[config.mk]
export PLATFORM = sky130hd
export DESIGN_NAME = multi_queue_shared_buffer_flat
export DESIGN_NICKNAME = d
export VERILOG_FILES = /design/src/sv/mqsb_pkg.sv /design/src/sv/mqsb_if.sv /design/src/sv/mqsb_front.sv /design/src/sv/mqsb_cmd_queue.sv /design/src/sv/mqsb_back.sv /design/src/sv/multi_queue_shared_buffer.sv /design/src/flat_wrapper.sv
export SDC_FILE = /design/constraint.sdc
export NUM_CORES = 2
export LEC_CHECK = 0
export BUFFER_PORTS_ARGS = -buffer_cell sky130_fd_sc_hd__buf_2
export CORE_MARGIN = 2
export CORE_UTILIZATION = 39
export DETAILED_ROUTE_END_ITERATION = 12
export GPL_TIMING_DRIVEN = 0
export PLACE_DENSITY = 0.54
export SLEW_MARGIN = 20
export SYNTH_ARGS = -nofsm -noshare
export SYNTH_HDL_FRONTEND = slang
export SYNTH_SLANG_ARGS = --single-unit
[constraint.sdc]
create_clock -name i_clk -period 4.3 [get_ports i_clk]
set_clock_uncertainty 0.2 [all_clocks]
set_input_delay 0.645 -clock i_clk [delete_from_list [all_inputs] [get_ports i_clk]]
set_output_delay 0.645 -clock i_clk [all_outputs]
set_load 0.02 [all_outputs]
[src/sv/mqsb_pkg.sv]
package mqsb_pkg;

    // Default sizes of the shared store.
    localparam int NUM_QUEUES_DEF = 4;
    localparam int SEG_DEPTH_DEF  = 16;
    localparam int DATA_WIDTH_DEF = 32;

    // Fixed widths of the request and response fields.
    localparam int KIND_W   = 1;
    localparam int QIDX_W   = 2;
    localparam int PUSH_W   = 32;
    localparam int STATUS_W = 2;
    localparam int POP_W    = 32;

    // Depth of the command queue between the front and the back.
    localparam int CMD_DEPTH = 2;
    localparam int CQ_AW     = (CMD_DEPTH > 1) ? $clog2(CMD_DEPTH) : 1;
    localparam int CQ_CW     = $clog2(CMD_DEPTH + 1);

    // Request kinds.
    localparam logic [KIND_W-1:0] KIND_ENQ = 1'b0;
    localparam logic [KIND_W-1:0] KIND_DEQ = 1'b1;

    // Response status codes.
    typedef enum logic [STATUS_W-1:0] {
        ST_OK       = 2'd0,
        ST_OVERFLOW = 2'd1,
        ST_EMPTY    = 2'd2
    } t_status;

    // Classified command handed from the front to the back.
    typedef struct packed {
        t_status status;
        logic    wr;
        logic    rd;
    } t_cmd_ctl;

endpackage

[src/sv/mqsb_if.sv]
// Request channel: one enqueue or dequeue per transaction.
interface mqsb_req_if;
    import mqsb_pkg::*;

    logic                     valid;
    logic                     ready;
    logic [KIND_W-1:0]        kind;
    logic [QIDX_W-1:0]        queue_index;
    logic signed [PUSH_W-1:0] push_value;

    modport source (output valid, kind, queue_index, push_value, input ready);
    modport sink   (input valid, kind, queue_index, push_value, output ready);
endinterface

// Response channel: one result per request.
interface mqsb_rsp_if;
    import mqsb_pkg::*;

    logic                    valid;
    logic                    ready;
    logic [STATUS_W-1:0]     status;
    logic signed [POP_W-1:0] pop_value;

    modport source (output valid, status, pop_value, input ready);
    modport sink   (input valid, status, pop_value, output ready);
endinterface

[src/sv/mqsb_front.sv]
module mqsb_front #(
    parameter int NUM_QUEUES = mqsb_pkg::NUM_QUEUES_DEF,
    parameter int SEG_DEPTH  = mqsb_pkg::SEG_DEPTH_DEF,
    parameter int DATA_WIDTH = mqsb_pkg::DATA_WIDTH_DEF,
    localparam int ADDR_W    = $clog2(NUM_QUEUES * SEG_DEPTH)
) (
    input  logic                  i_clk,
    input  logic                  i_rst_n,
    mqsb_req_if.sink              i_req,
    output logic                  o_push_valid,
    output mqsb_pkg::t_cmd_ctl    o_push_ctl,
    output logic [ADDR_W-1:0]     o_push_addr,
    output logic [DATA_WIDTH-1:0] o_push_data,
    input  logic                  i_push_ready
);
    import mqsb_pkg::*;

    localparam int QIW = (NUM_QUEUES > 1) ? $clog2(NUM_QUEUES) : 1;
    localparam int PW  = $clog2(SEG_DEPTH + 1);

    logic [PW-1:0]  r_head [NUM_QUEUES];
    logic [PW-1:0]  r_tail [NUM_QUEUES];
    logic [PW-1:0]  n_head;
    logic [PW-1:0]  n_tail;
    logic [PW-1:0]  cur_head;
    logic [PW-1:0]  cur_tail;
    logic [PW-1:0]  offset;
    logic [QIW-1:0] q_idx;
    logic           in_range;
    logic           accept;
    t_cmd_ctl       ctl;

    // Look up the addressed queue's pointers and classify the request.
    always_comb begin
        q_idx    = QIW'(i_req.queue_index);
        in_range = (int'(i_req.queue_index) < NUM_QUEUES);
        cur_head = r_head[q_idx];
        cur_tail = r_tail[q_idx];
        n_head   = cur_head + PW'(1);
        n_tail   = cur_tail + PW'(1);
        ctl      = '{status: ST_OK, wr: 1'b0, rd: 1'b0};
        offset   = cur_head;
        if (i_req.kind == KIND_ENQ) begin
            offset = cur_tail;
            if (!in_range || cur_tail == PW'(SEG_DEPTH)) begin
                ctl.status = ST_OVERFLOW;
            end else begin
                ctl.wr = 1'b1;
            end
        end else begin
            if (!in_range || cur_head >= cur_tail) begin
                ctl.status = ST_EMPTY;
            end else begin
                ctl.rd = 1'b1;
            end
        end
    end

    // Classified commands go straight into the command queue.
    assign accept       = i_req.valid && i_push_ready;
    assign i_req.ready  = i_push_ready;
    assign o_push_valid = i_req.valid;
    assign o_push_ctl   = ctl;
    assign o_push_addr  = ADDR_W'(q_idx) * ADDR_W'(SEG_DEPTH) + ADDR_W'(offset);
    assign o_push_data  = DATA_WIDTH'($unsigned(i_req.push_value));

    // Pointers only move forward; an accepted transaction updates its queue.
    always_ff @(posedge i_clk) begin
        if (!i_rst_n) begin
            for (int q = 0; q < NUM_QUEUES; q++) begin
                r_head[q] <= '0;
                r_tail[q] <= '0;
            end
        end else if (accept) begin
            if (ctl.wr) begin
                r_tail[q_idx] <= n_tail;
            end
            if (ctl.rd) begin
                r_head[q_idx] <= n_head;
            end
        end
    end
endmodule

[src/sv/mqsb_cmd_queue.sv]
module mqsb_cmd_queue #(
    parameter int ADDR_W     = 6,
    parameter int DATA_WIDTH = mqsb_pkg::DATA_WIDTH_DEF
) (
    input  logic                       i_clk,
    input  logic                       i_rst_n,
    input  logic                       i_push_valid,
    input  mqsb_pkg::t_cmd_ctl         i_push_ctl,
    input  logic [ADDR_W-1:0]          i_push_addr,
    input  logic [DATA_WIDTH-1:0]      i_push_data,
    output logic                       o_push_ready,
    output logic                       o_pop_valid,
    output mqsb_pkg::t_cmd_ctl         o_pop_ctl,
    output logic [ADDR_W-1:0]          o_pop_addr,
    output logic [DATA_WIDTH-1:0]      o_pop_data,
    input  logic                       i_pop_ready,
    output logic [mqsb_pkg::CQ_CW-1:0] o_count
);
    import mqsb_pkg::*;

    t_cmd_ctl              r_ctl  [CMD_DEPTH];
    logic [ADDR_W-1:0]     r_addr [CMD_DEPTH];
    logic [DATA_WIDTH-1:0] r_data [CMD_DEPTH];
    logic [CQ_AW-1:0]      r_wr_ptr;
    logic [CQ_AW-1:0]      r_rd_ptr;
    logic [CQ_CW-1:0]      r_count;
    logic [CQ_AW-1:0]      n_wr_ptr;
    logic [CQ_AW-1:0]      n_rd_ptr;
    logic                  push;
    logic                  pop;

    assign o_push_ready = (r_count != CQ_CW'(CMD_DEPTH));
    assign o_pop_valid  = (r_count != '0);
    assign push         = i_push_valid && o_push_ready;
    assign pop          = o_pop_valid && i_pop_ready;
    assign o_pop_ctl    = r_ctl[r_rd_ptr];
    assign o_pop_addr   = r_addr[r_rd_ptr];
    assign o_pop_data   = r_data[r_rd_ptr];
    assign o_count      = r_count;

    // Pointers wrap at the queue depth.
    assign n_wr_ptr = (r_wr_ptr == CQ_AW'(CMD_DEPTH - 1)) ? '0 : r_wr_ptr + CQ_AW'(1);
    assign n_rd_ptr = (r_rd_ptr == CQ_AW'(CMD_DEPTH - 1)) ? '0 : r_rd_ptr + CQ_AW'(1);

    // Entry storage.
    always_ff @(posedge i_clk) begin
        if (push) begin
            r_ctl[r_wr_ptr]  <= i_push_ctl;
            r_addr[r_wr_ptr] <= i_push_addr;
            r_data[r_wr_ptr] <= i_push_data;
        end
    end

    // Occupancy and pointers.
    always_ff @(posedge i_clk) begin
        if (!i_rst_n) begin
            r_wr_ptr <= '0;
            r_rd_ptr <= '0;
            r_count  <= '0;
        end else begin
            if (push) begin
                r_wr_ptr <= n_wr_ptr;
            end
            if (pop) begin
                r_rd_ptr <= n_rd_ptr;
            end
            if (push && !pop) begin
                r_count <= r_count + CQ_CW'(1);
            end else if (pop && !push) begin
                r_count <= r_count - CQ_CW'(1);
            end
        end
    end
endmodule

[src/sv/mqsb_back.sv]
module mqsb_back #(
    parameter int NUM_QUEUES = mqsb_pkg::NUM_QUEUES_DEF,
    parameter int SEG_DEPTH  = mqsb_pkg::SEG_DEPTH_DEF,
    parameter int DATA_WIDTH = mqsb_pkg::DATA_WIDTH_DEF,
    localparam int ADDR_W    = $clog2(NUM_QUEUES * SEG_DEPTH)
) (
    input  logic                  i_clk,
    input  logic                  i_rst_n,
    input  logic                  i_cmd_valid,
    input  mqsb_pkg::t_cmd_ctl    i_cmd_ctl,
    input  logic [ADDR_W-1:0]     i_cmd_addr,
    input  logic [DATA_WIDTH-1:0] i_cmd_data,
    output logic                  o_cmd_ready,
    mqsb_rsp_if.source            o_rsp
);
    import mqsb_pkg::*;

    localparam int STORE_DEPTH = NUM_QUEUES * SEG_DEPTH;

    logic [DATA_WIDTH-1:0] r_mem [STORE_DEPTH];
    logic [DATA_WIDTH-1:0] r_rd_data;
    t_cmd_ctl              r_ctl;
    logic                  r_valid;
    logic                  take;

    // A command is taken whenever the response register is free or drains.
    assign o_cmd_ready = !r_valid || o_rsp.ready;
    assign take        = i_cmd_valid && o_cmd_ready;

    // Shared store: one access per command, read data registered.
    always_ff @(posedge i_clk) begin
        if (take && i_cmd_ctl.wr) begin
            r_mem[i_cmd_addr] <= i_cmd_data;
        end
        if (take && i_cmd_ctl.rd) begin
            r_rd_data <= r_mem[i_cmd_addr];
        end
        if (take) begin
            r_ctl <= i_cmd_ctl;
        end
    end

    // Response register valid flag.
    always_ff @(posedge i_clk) begin
        if (!i_rst_n) begin
            r_valid <= 1'b0;
        end else if (o_cmd_ready) begin
            r_valid <= i_cmd_valid;
        end
    end

    assign o_rsp.valid     = r_valid;
    assign o_rsp.status    = r_ctl.status;
    assign o_rsp.pop_value = r_ctl.rd ? $signed(POP_W'(r_rd_data)) : '0;
endmodule

[src/sv/multi_queue_shared_buffer.sv]
// Several queues share one store of NUM_QUEUES * SEG_DEPTH entries, queue q
// owning the segment that starts at q * SEG_DEPTH. Each request either
// enqueues push_value at the tail of its queue or dequeues the value at its
// head; an enqueue to a queue whose tail has reached its segment end reports
// overflow, a dequeue from an empty queue reports empty, and freed space is
// not reused until reset. The block takes one request per cycle while the
// command queue has room and returns exactly one response per request, in
// order; an accepted request waits in the command queue, then the back end
// performs its store access and registers the response. That rate is set
// by the single pointer update per cycle in the front end and the single
// port of the store in the back end, with a two-entry command queue between
// them so each side can stall on its own. The store needs no clearing after
// reset: a dequeue only reads entries already written by the same queue.
module multi_queue_shared_buffer #(
    parameter int NUM_QUEUES = mqsb_pkg::NUM_QUEUES_DEF,
    parameter int SEG_DEPTH  = mqsb_pkg::SEG_DEPTH_DEF,
    parameter int DATA_WIDTH = mqsb_pkg::DATA_WIDTH_DEF
) (
    input  logic       i_clk,
    input  logic       i_rst_n,
    mqsb_req_if.sink   i_req,
    mqsb_rsp_if.source o_rsp
);
    import mqsb_pkg::*;

    localparam int ADDR_W = $clog2(NUM_QUEUES * SEG_DEPTH);

    logic                  w_push_valid;
    t_cmd_ctl              w_push_ctl;
    logic [ADDR_W-1:0]     w_push_addr;
    logic [DATA_WIDTH-1:0] w_push_data;
    logic                  w_push_ready;
    logic                  w_cmd_valid;
    t_cmd_ctl              w_cmd_ctl;
    logic [ADDR_W-1:0]     w_cmd_addr;
    logic [DATA_WIDTH-1:0] w_cmd_data;
    logic                  w_cmd_ready;
    logic [CQ_CW-1:0]      w_cq_count;

    // Front end: pointer lookup and classification.
    mqsb_front #(
        .NUM_QUEUES (NUM_QUEUES),
        .SEG_DEPTH  (SEG_DEPTH),
        .DATA_WIDTH (DATA_WIDTH)
    ) u_front (
        .i_clk        (i_clk),
        .i_rst_n      (i_rst_n),
        .i_req        (i_req),
        .o_push_valid (w_push_valid),
        .o_push_ctl   (w_push_ctl),
        .o_push_addr  (w_push_addr),
        .o_push_data  (w_push_data),
        .i_push_ready (w_push_ready)
    );

    // Command queue between front and back.
    mqsb_cmd_queue #(
        .ADDR_W     (ADDR_W),
        .DATA_WIDTH (DATA_WIDTH)
    ) u_cmd_queue (
        .i_clk        (i_clk),
        .i_rst_n      (i_rst_n),
        .i_push_valid (w_push_valid),
        .i_push_ctl   (w_push_ctl),
        .i_push_addr  (w_push_addr),
        .i_push_data  (w_push_data),
        .o_push_ready (w_push_ready),
        .o_pop_valid  (w_cmd_valid),
        .o_pop_ctl    (w_cmd_ctl),
        .o_pop_addr   (w_cmd_addr),
        .o_pop_data   (w_cmd_data),
        .i_pop_ready  (w_cmd_ready),
        .o_count      (w_cq_count)
    );

    // Back end: store access and response register.
    mqsb_back #(
        .NUM_QUEUES (NUM_QUEUES),
        .SEG_DEPTH  (SEG_DEPTH),
        .DATA_WIDTH (DATA_WIDTH)
    ) u_back (
        .i_clk       (i_clk),
        .i_rst_n     (i_rst_n),
        .i_cmd_valid (w_cmd_valid),
        .i_cmd_ctl   (w_cmd_ctl),
        .i_cmd_addr  (w_cmd_addr),
        .i_cmd_data  (w_cmd_data),
        .o_cmd_ready (w_cmd_ready),
        .o_rsp       (o_rsp)
    );

`ifndef NO_ASSERTIONS
    // No response is offered in the cycle after reset.
    a_no_rsp_after_reset: assert property (@(posedge i_clk)
        !i_rst_n |=> !o_rsp.valid)
        else $error("response valid right after reset");

    // The command queue never holds more than its depth.
    a_cq_bound: assert property (@(posedge i_clk) disable iff (!i_rst_n)
        w_cq_count <= CQ_CW'(CMD_DEPTH))
        else $error("command queue over its depth");

    // An accepted request lands in the command queue unless one drains.
    a_req_enqueued: assert property (@(posedge i_clk) disable iff (!i_rst_n)
        (i_req.valid && i_req.ready && !(w_cmd_valid && w_cmd_ready))
        |=> (w_cq_count == $past(w_cq_count) + CQ_CW'(1)))
        else $error("accepted request not queued");
`endif
endmodule
[src/flat_wrapper.sv]
// flat-port wrapper written by rule: the top's interface ports become plain ports
module multi_queue_shared_buffer_flat import mqsb_pkg::*;
#(
    parameter int NUM_QUEUES = mqsb_pkg::NUM_QUEUES_DEF,
    parameter int SEG_DEPTH  = mqsb_pkg::SEG_DEPTH_DEF,
    parameter int DATA_WIDTH = mqsb_pkg::DATA_WIDTH_DEF
)
  (i_clk, i_rst_n, i_req_valid, i_req_kind, i_req_queue_index, i_req_push_value, i_req_ready, o_rsp_valid, o_rsp_status, o_rsp_pop_value, o_rsp_ready);
  mqsb_req_if i_req_i ();
  mqsb_rsp_if o_rsp_i ();
  input  logic i_clk;
  input  logic i_rst_n;
  input wire logic [$bits(i_req_i.valid)-1:0] i_req_valid;
  input wire logic [$bits(i_req_i.kind)-1:0] i_req_kind;
  input wire logic [$bits(i_req_i.queue_index)-1:0] i_req_queue_index;
  input wire logic [$bits(i_req_i.push_value)-1:0] i_req_push_value;
  output wire logic [$bits(i_req_i.ready)-1:0] i_req_ready;
  output wire logic [$bits(o_rsp_i.valid)-1:0] o_rsp_valid;
  output wire logic [$bits(o_rsp_i.status)-1:0] o_rsp_status;
  output wire logic [$bits(o_rsp_i.pop_value)-1:0] o_rsp_pop_value;
  input wire logic [$bits(o_rsp_i.ready)-1:0] o_rsp_ready;
  assign i_req_i.valid = i_req_valid;
  assign i_req_i.kind = i_req_kind;
  assign i_req_i.queue_index = i_req_queue_index;
  assign i_req_i.push_value = i_req_push_value;
  assign i_req_ready = i_req_i.ready;
  assign o_rsp_valid = o_rsp_i.valid;
  assign o_rsp_status = o_rsp_i.status;
  assign o_rsp_pop_value = o_rsp_i.pop_value;
  assign o_rsp_i.ready = o_rsp_ready;
  multi_queue_shared_buffer #(.NUM_QUEUES(NUM_QUEUES), .SEG_DEPTH(SEG_DEPTH), .DATA_WIDTH(DATA_WIDTH)) u_core (.i_clk(i_clk), .i_rst_n(i_rst_n), .i_req(i_req_i), .o_rsp(o_rsp_i));
endmodule
Yosys cells after proc, flatten, opt, wreduce, memory -nomap -nowiden
Memory sizes are Yosys's and may differ from the RTL's. A register that Yosys moved wholly into a read port is not among the register bits.
Index checks and enable logic that the tools add are counted.
- RAM bits: 2172
- flip-flop bits (word level): 8
- memories: 6
- logic and storage cells: 74
- equality and inequality tests: 2
- $lt $le $gt $ge: 1
- $add $sub $neg: 7
- multiplexer cells: 38
- reductions and logical operators: 14
- memories (memory ; words ; bits a word ; read ports ; clocked after Yosys merged registers in ; wr ports ; line ; source):
    u_core.u_back.r_mem ; 64 ; 32 ; 1 ; 1 ; 1 ; mqsb_back.sv:20 ; logic [DATA_WIDTH-1:0] r_mem [STORE_DEPTH];
    u_core.u_cmd_queue.r_data ; 2 ; 32 ; 1 ; 1 ; 1 ; mqsb_cmd_queue.sv:23 ; logic [DATA_WIDTH-1:0] r_data [CMD_DEPTH];
    u_core.u_front.r_head ; 4 ; 5 ; 1 ; 0 ; 4 ; mqsb_front.sv:21 ; logic [PW-1:0] r_head [NUM_QUEUES];
    u_core.u_front.r_tail ; 4 ; 5 ; 1 ; 0 ; 4 ; mqsb_front.sv:22 ; logic [PW-1:0] r_tail [NUM_QUEUES];
    u_core.u_cmd_queue.r_addr ; 2 ; 6 ; 1 ; 1 ; 1 ; mqsb_cmd_queue.sv:22 ; logic [ADDR_W-1:0] r_addr [CMD_DEPTH];
    u_core.u_cmd_queue.r_ctl ; 2 ; 4 ; 1 ; 1 ; 1 ; mqsb_cmd_queue.sv:21 ; t_cmd_ctl r_ctl [CMD_DEPTH];
- operators with widths (cell ; count):
    $mux W32 ; 1
    $mux W1 ; 28
    $mux W5 ; 3
    $mux W2 ; 6
    $add A5 B1 Y5 const B ; 2
    $reduce_or A5 Y1 ; 2
    $add A6 B5 Y6 ; 1
    $logic_and A1 B1 Y1 ; 6
    $eq A5 B5 Y1 const B ; 1
    $ge A5 B5 Y1 ; 1
    $reduce_bool A2 Y1 ; 2
    $logic_not A1 Y1 ; 3
    $add A1 B1 Y1 const B ; 2
    $add A2 B1 Y2 const B ; 1
    $ne A2 B2 Y1 const B ; 1
    $sub A2 B1 Y2 const B ; 1
    $logic_or A1 B1 Y1 ; 1

Depth between registers and ports, before layout
An unclocked memory read counts as a cell.
- depth after elaboration: 10
- mapped depth: 12

Cells and area by module
A second synthesis with hierarchy kept.
- cell total of the unflattened synthesis: 4711
- area, all modules: 84230.8 µm²
- by module, submodules not included (module ; area each (µm²) ; instances ; cells an instance ; seq. area each (µm²)):
    mqsb_back ; 78584.1 ; 1 ; 4355 ; 62570.0
    mqsb_cmd_queue ; 3263.1 ; 1 ; 155 ; 2622.5
    mqsb_front ; 2383.5 ; 1 ; 201 ; 1201.2

Worst setup path before layout
OpenSTA, ideal clock, no wires.
- path type: in2reg
- from: input i_req_queue_index[0]
- to: memory u_core.u_front.r_head[0][0] (netlist bit), enable pin
- arrival: 3.547 ns
- slack: 0.177 ns
- stages on the path: 10
- required time: 3.724 ns
- path through: clkbuf_1 > buf_2 > mux4_2 > ha_1 > nand2b_1 > a21o_1 > a21o_1 > a21oi_1 > o211ai_1 > o31ai_1
- RTL lines (item ; line ; source):
    start: declaration ; flat_wrapper.sv:15 ; input wire logic [$bits(i_req_i.queue_index)-1:0] i_req_queue_index;
    end: declaration ; mqsb_front.sv:21 ;

==> results.md <==
* Status: finished with violations
* Failing checks: setup timing
* Drt wl/cell at approximately 34 um
* Met1 Usage GRT at approximately 36%
* CTS max path bufs at 3
* Worst path arrival time at 4.65 ns
* Hold Path Class: in2reg
* Drt initial violations at 8245
* Critical path, cell by cell: buf_6 -> buf_6 -> buf_2 -> mux2_1 -> nand2_2 -> clkbuf_2 -> a31oi_1 -> nor4_2 -> nand4_1
* Area leader, netlist: edfxtp_1
* GR peak layer: met2
* Vias per std cell at between 6 and 7
* Total track usage at 25.9%
* Final worst path period need at between 4 and 5 ns
* Most frequent cells in the layout: edfxtp_1, o21ai_0, a22oi_1
* Most frequent CP cell: buf_6
* Die X at 465 um
* Routed WL at 286 mm
* Worst path slowest cell: nor4_2
* Multi-input logic area at 16200 sq um
* Layout area overhead at 19.6%
* Register area share after synthesis at 80.1%
* Worst skew pair latency at slightly below 0.9 ns
* CP endpoint kind: flop
* Avg Cell Area, Syn at ~17 sq um
* Fin crit share at 101%
* Buf+Inv Stages, Crit Path at 4
* Die H at 465 um
* Distinct cell type count after synthesis at 55
* WP data required at 4.60 ns
* Proportion of layout cells with a drive suffix above 1 at 15.9%
* Initial antenna violation count at 13
* Vias in the first global route at 49200
* Yosys reg bits at 2213
* Worst vdd ir at around 500 uV
* Pre-antenna DRT Iters at 6
* Clock Tree Root: clkbuf_16
* First-pass GRT wire length at 392 mm
* Initial Util at 39.2%
* Crit Path Class: reg2reg
* Slew of the pin with the lowest slew margin at 1.20 ns
* Synthesized cell area at 82900 sq um
* IO buf count at 73
* Dpl ws at -1.28 ns
* PnR worst setup slack at -0.0535 ns
* Ys Warns at 0
* Clock slew at reported path FFs at 0.06 ns
* R2R setup slack at -0.05 ns
* Primary FF master, synth: edfxtp_1
* Family with the most delay on the worst path: simple AND/OR/NAND/NOR gates
* FFs w/ async S/R, synth at 0%
* Register area at roughly 66000 sq um
* Routability cong. at 0.897
* CP max stage delay at 0.57 ns
* Routed Antenna Nets at 0
* Mapped Cells at 4890
* CTS tree: yes
* Fillers at 17900
* Slew HR at between 10% and 20%
* RSZ-0062 raised after global routing: yes
* Most common cell after layout, fill and taps aside: edfxtp_1
* Max-slew violation count at 0
* GR Util met2 at between 30% and 40%
* Io pins at 75
* Pwr per Cell Area at 583 nW/um^2
* DR vias at 51600
* H-tree depth at 4
* Die area at 216000 sq um
* Met3 Track Usage GR at roughly 5.7%
* Endpoints failing setup at 26
* Startpoint types: flop
* Power Total at 57.8 mW
* DRC Markers at 0
* Inserted Clock Buffers at 221
* Detail Placement HPWL at roughly 190 mm
* Hold Fails Final Rpt at 0
* Max Cap Viol at 0
* Core area at 212000 sq um
* Cell Rows at 169
* Worst Path Max Fanout at 10
* Pleak at ~30 nW
* Post-synth top area share at 79.9%
* Final #Nets at roughly 5500
* Highest Clock Rate at between 200 and 250 MHz
* Area contributors post-synth: edfxtp_1, a22oi_1, o21ai_0, and4_1, clkbuf_1
* Total grt overflow at 0
* EDFF count, synth at 2207
* Largest net degree at the start of global routing at 65
* Synthesized net count at 4939
* Clk sinks at 2213
-- worst register-to-register path, cell delays in order, from the launching register on --
cell	delay (ns)
dfxtp_2	0.46
buf_6	0.21
buf_6	0.17
buf_2	0.30
mux2_1	0.51
nand2_2	0.44
clkbuf_2	0.56
a31oi_1	0.17
nor4_2	0.58
nand4_1	0.40
-- timing repair --
item / in CTS / in global routing
setup buffers: 63 / 5
pin swaps: 48 / 4
hold endpoints to repair: 67 / 0
resized for setup: 125 / 21
setup endpoints to repair: 2133 / 247
hold buffers: 34 / 0
-- cells in the mapped netlist (all sizes together), types with 10 or more instances --
| cell type | number |
|---|---|
| and4 | 160 |
| a31oi | 149 |
| nor2 | 106 |
| clkbuf | 256 |
| nor4 | 39 |
| buf | 97 |
| inv | 20 |
| a21oi | 21 |
| mux2 | 36 |
| a221oi | 15 |
| mux4 | 10 |
| nand4 | 31 |
| nand2 | 112 |
| o31ai | 21 |
| and2 | 37 |
| a2bb2oi | 19 |
| a222oi | 19 |
| nor3 | 20 |
| edfxtp | 2207 |
| a22oi | 531 |
| o22ai | 14 |
| o21ai | 731 |
| or2 | 10 |
| a22o | 77 |
| and3 | 16 |
| ha | 10 |
| nand3 | 23 |
| a31o | 12 |
| mux2i | 22 |
| nand4b | 14 |
-- layer usage --
layer / vias up / share of wire, %
li1: 21200 / -
met1: 26600 / 40
met2: 3211 / 45
met3: 622 / 11
met4: 6 / 4.5
met5: - / 0.012
-- kinds of logic (layout without fill, tap and decap cells) --
kind of cell | after synthesis | after routing | synth area share (%)
compound gates | 1620 | 1620 | 12.4
xor+xnor | 10 | 10 | 0.106
fa+ha+maj | 10 | 10 | 0.151
buf+inv | 373 | 1088 | 1.84
flops | 2213 | 2213 | 80.1
mux | 68 | 68 | 1.03
other cells | 0 | 7 | 0
simple gates | 596 | 596 | 4.39
-- power by group --
| part | total [mW] | switching, mW | internal, mW |
|---|---|---|---|
| Combinational | 13.0 | 9.64 | 3.31 |
| Clock | 18.3 | 8.32 | 10.0 |
| Sequential | 26.5 | 0.158 | 26.3 |
| Total | 57.8 | 18.1 | 39.6 |
-- sequential cells by signal (all words and copies together) (netlist names), named ones only --
signal	count
u_core.u_back.r_mem	2048
u_core.u_cmd_queue.r_data	64
u_core.u_back.r_rd_data	32
u_core.u_front.r_head	20
u_core.u_front.r_tail	20
u_core.u_cmd_queue.r_addr	12
u_core.u_cmd_queue.r_ctl	8
u_core.u_back.o_rsp.status	2
u_core.u_cmd_queue.o_count	2
u_core.u_back.o_rsp.valid	1
u_core.u_back.r_ctl	1
u_core.u_cmd_queue.r_rd_ptr	1
u_core.u_cmd_queue.r_wr_ptr	1
-- cell type report --
type	count	share of cell area, %
Antenna cell	7	0.0177
Buffer	349	1.58
Clock buffer	281	5.82
Clock inverter	121	0.996
Inverter	20	0.0757
Multi-Input combinational cell	2304	16.3
Sequential cell	2213	67.0
Tap cell	2821	3.56
Timing Repair Buffer	317	4.66
-- metrics by stage --
step	cell area (sq um)	hold slack, ns	instances	util (%)	TNS (ns)
2_1_floorplan	82900	0.272	4890	-	0
3_3_place_gp	86800	0.287	7784	41.0	-9167.64
3_5_place_dp	90600	0.306	7925	42.8	-1798.00
4_1_cts	99000	0.233	8420	46.8	-0.0287
5_1_grt	99100	0.266	8427	46.8	-1.89
6_report	99200	0.285	8433	46.8	-0.330
-- worst paths after layout --
kind,start,to,cells past startpoint
max,flop,u_core.u_back.r_rd_data[28],9
max reg2reg,flop,u_core.u_back.r_rd_data[28],9
min,i_req_push_value[5],u_core.u_cmd_queue.r_data[1][5],2
min reg2reg,u_core.u_back.o_rsp.valid,u_core.u_back.o_rsp.valid,2
No activity file was read; power rests on OpenSTA's default activity.
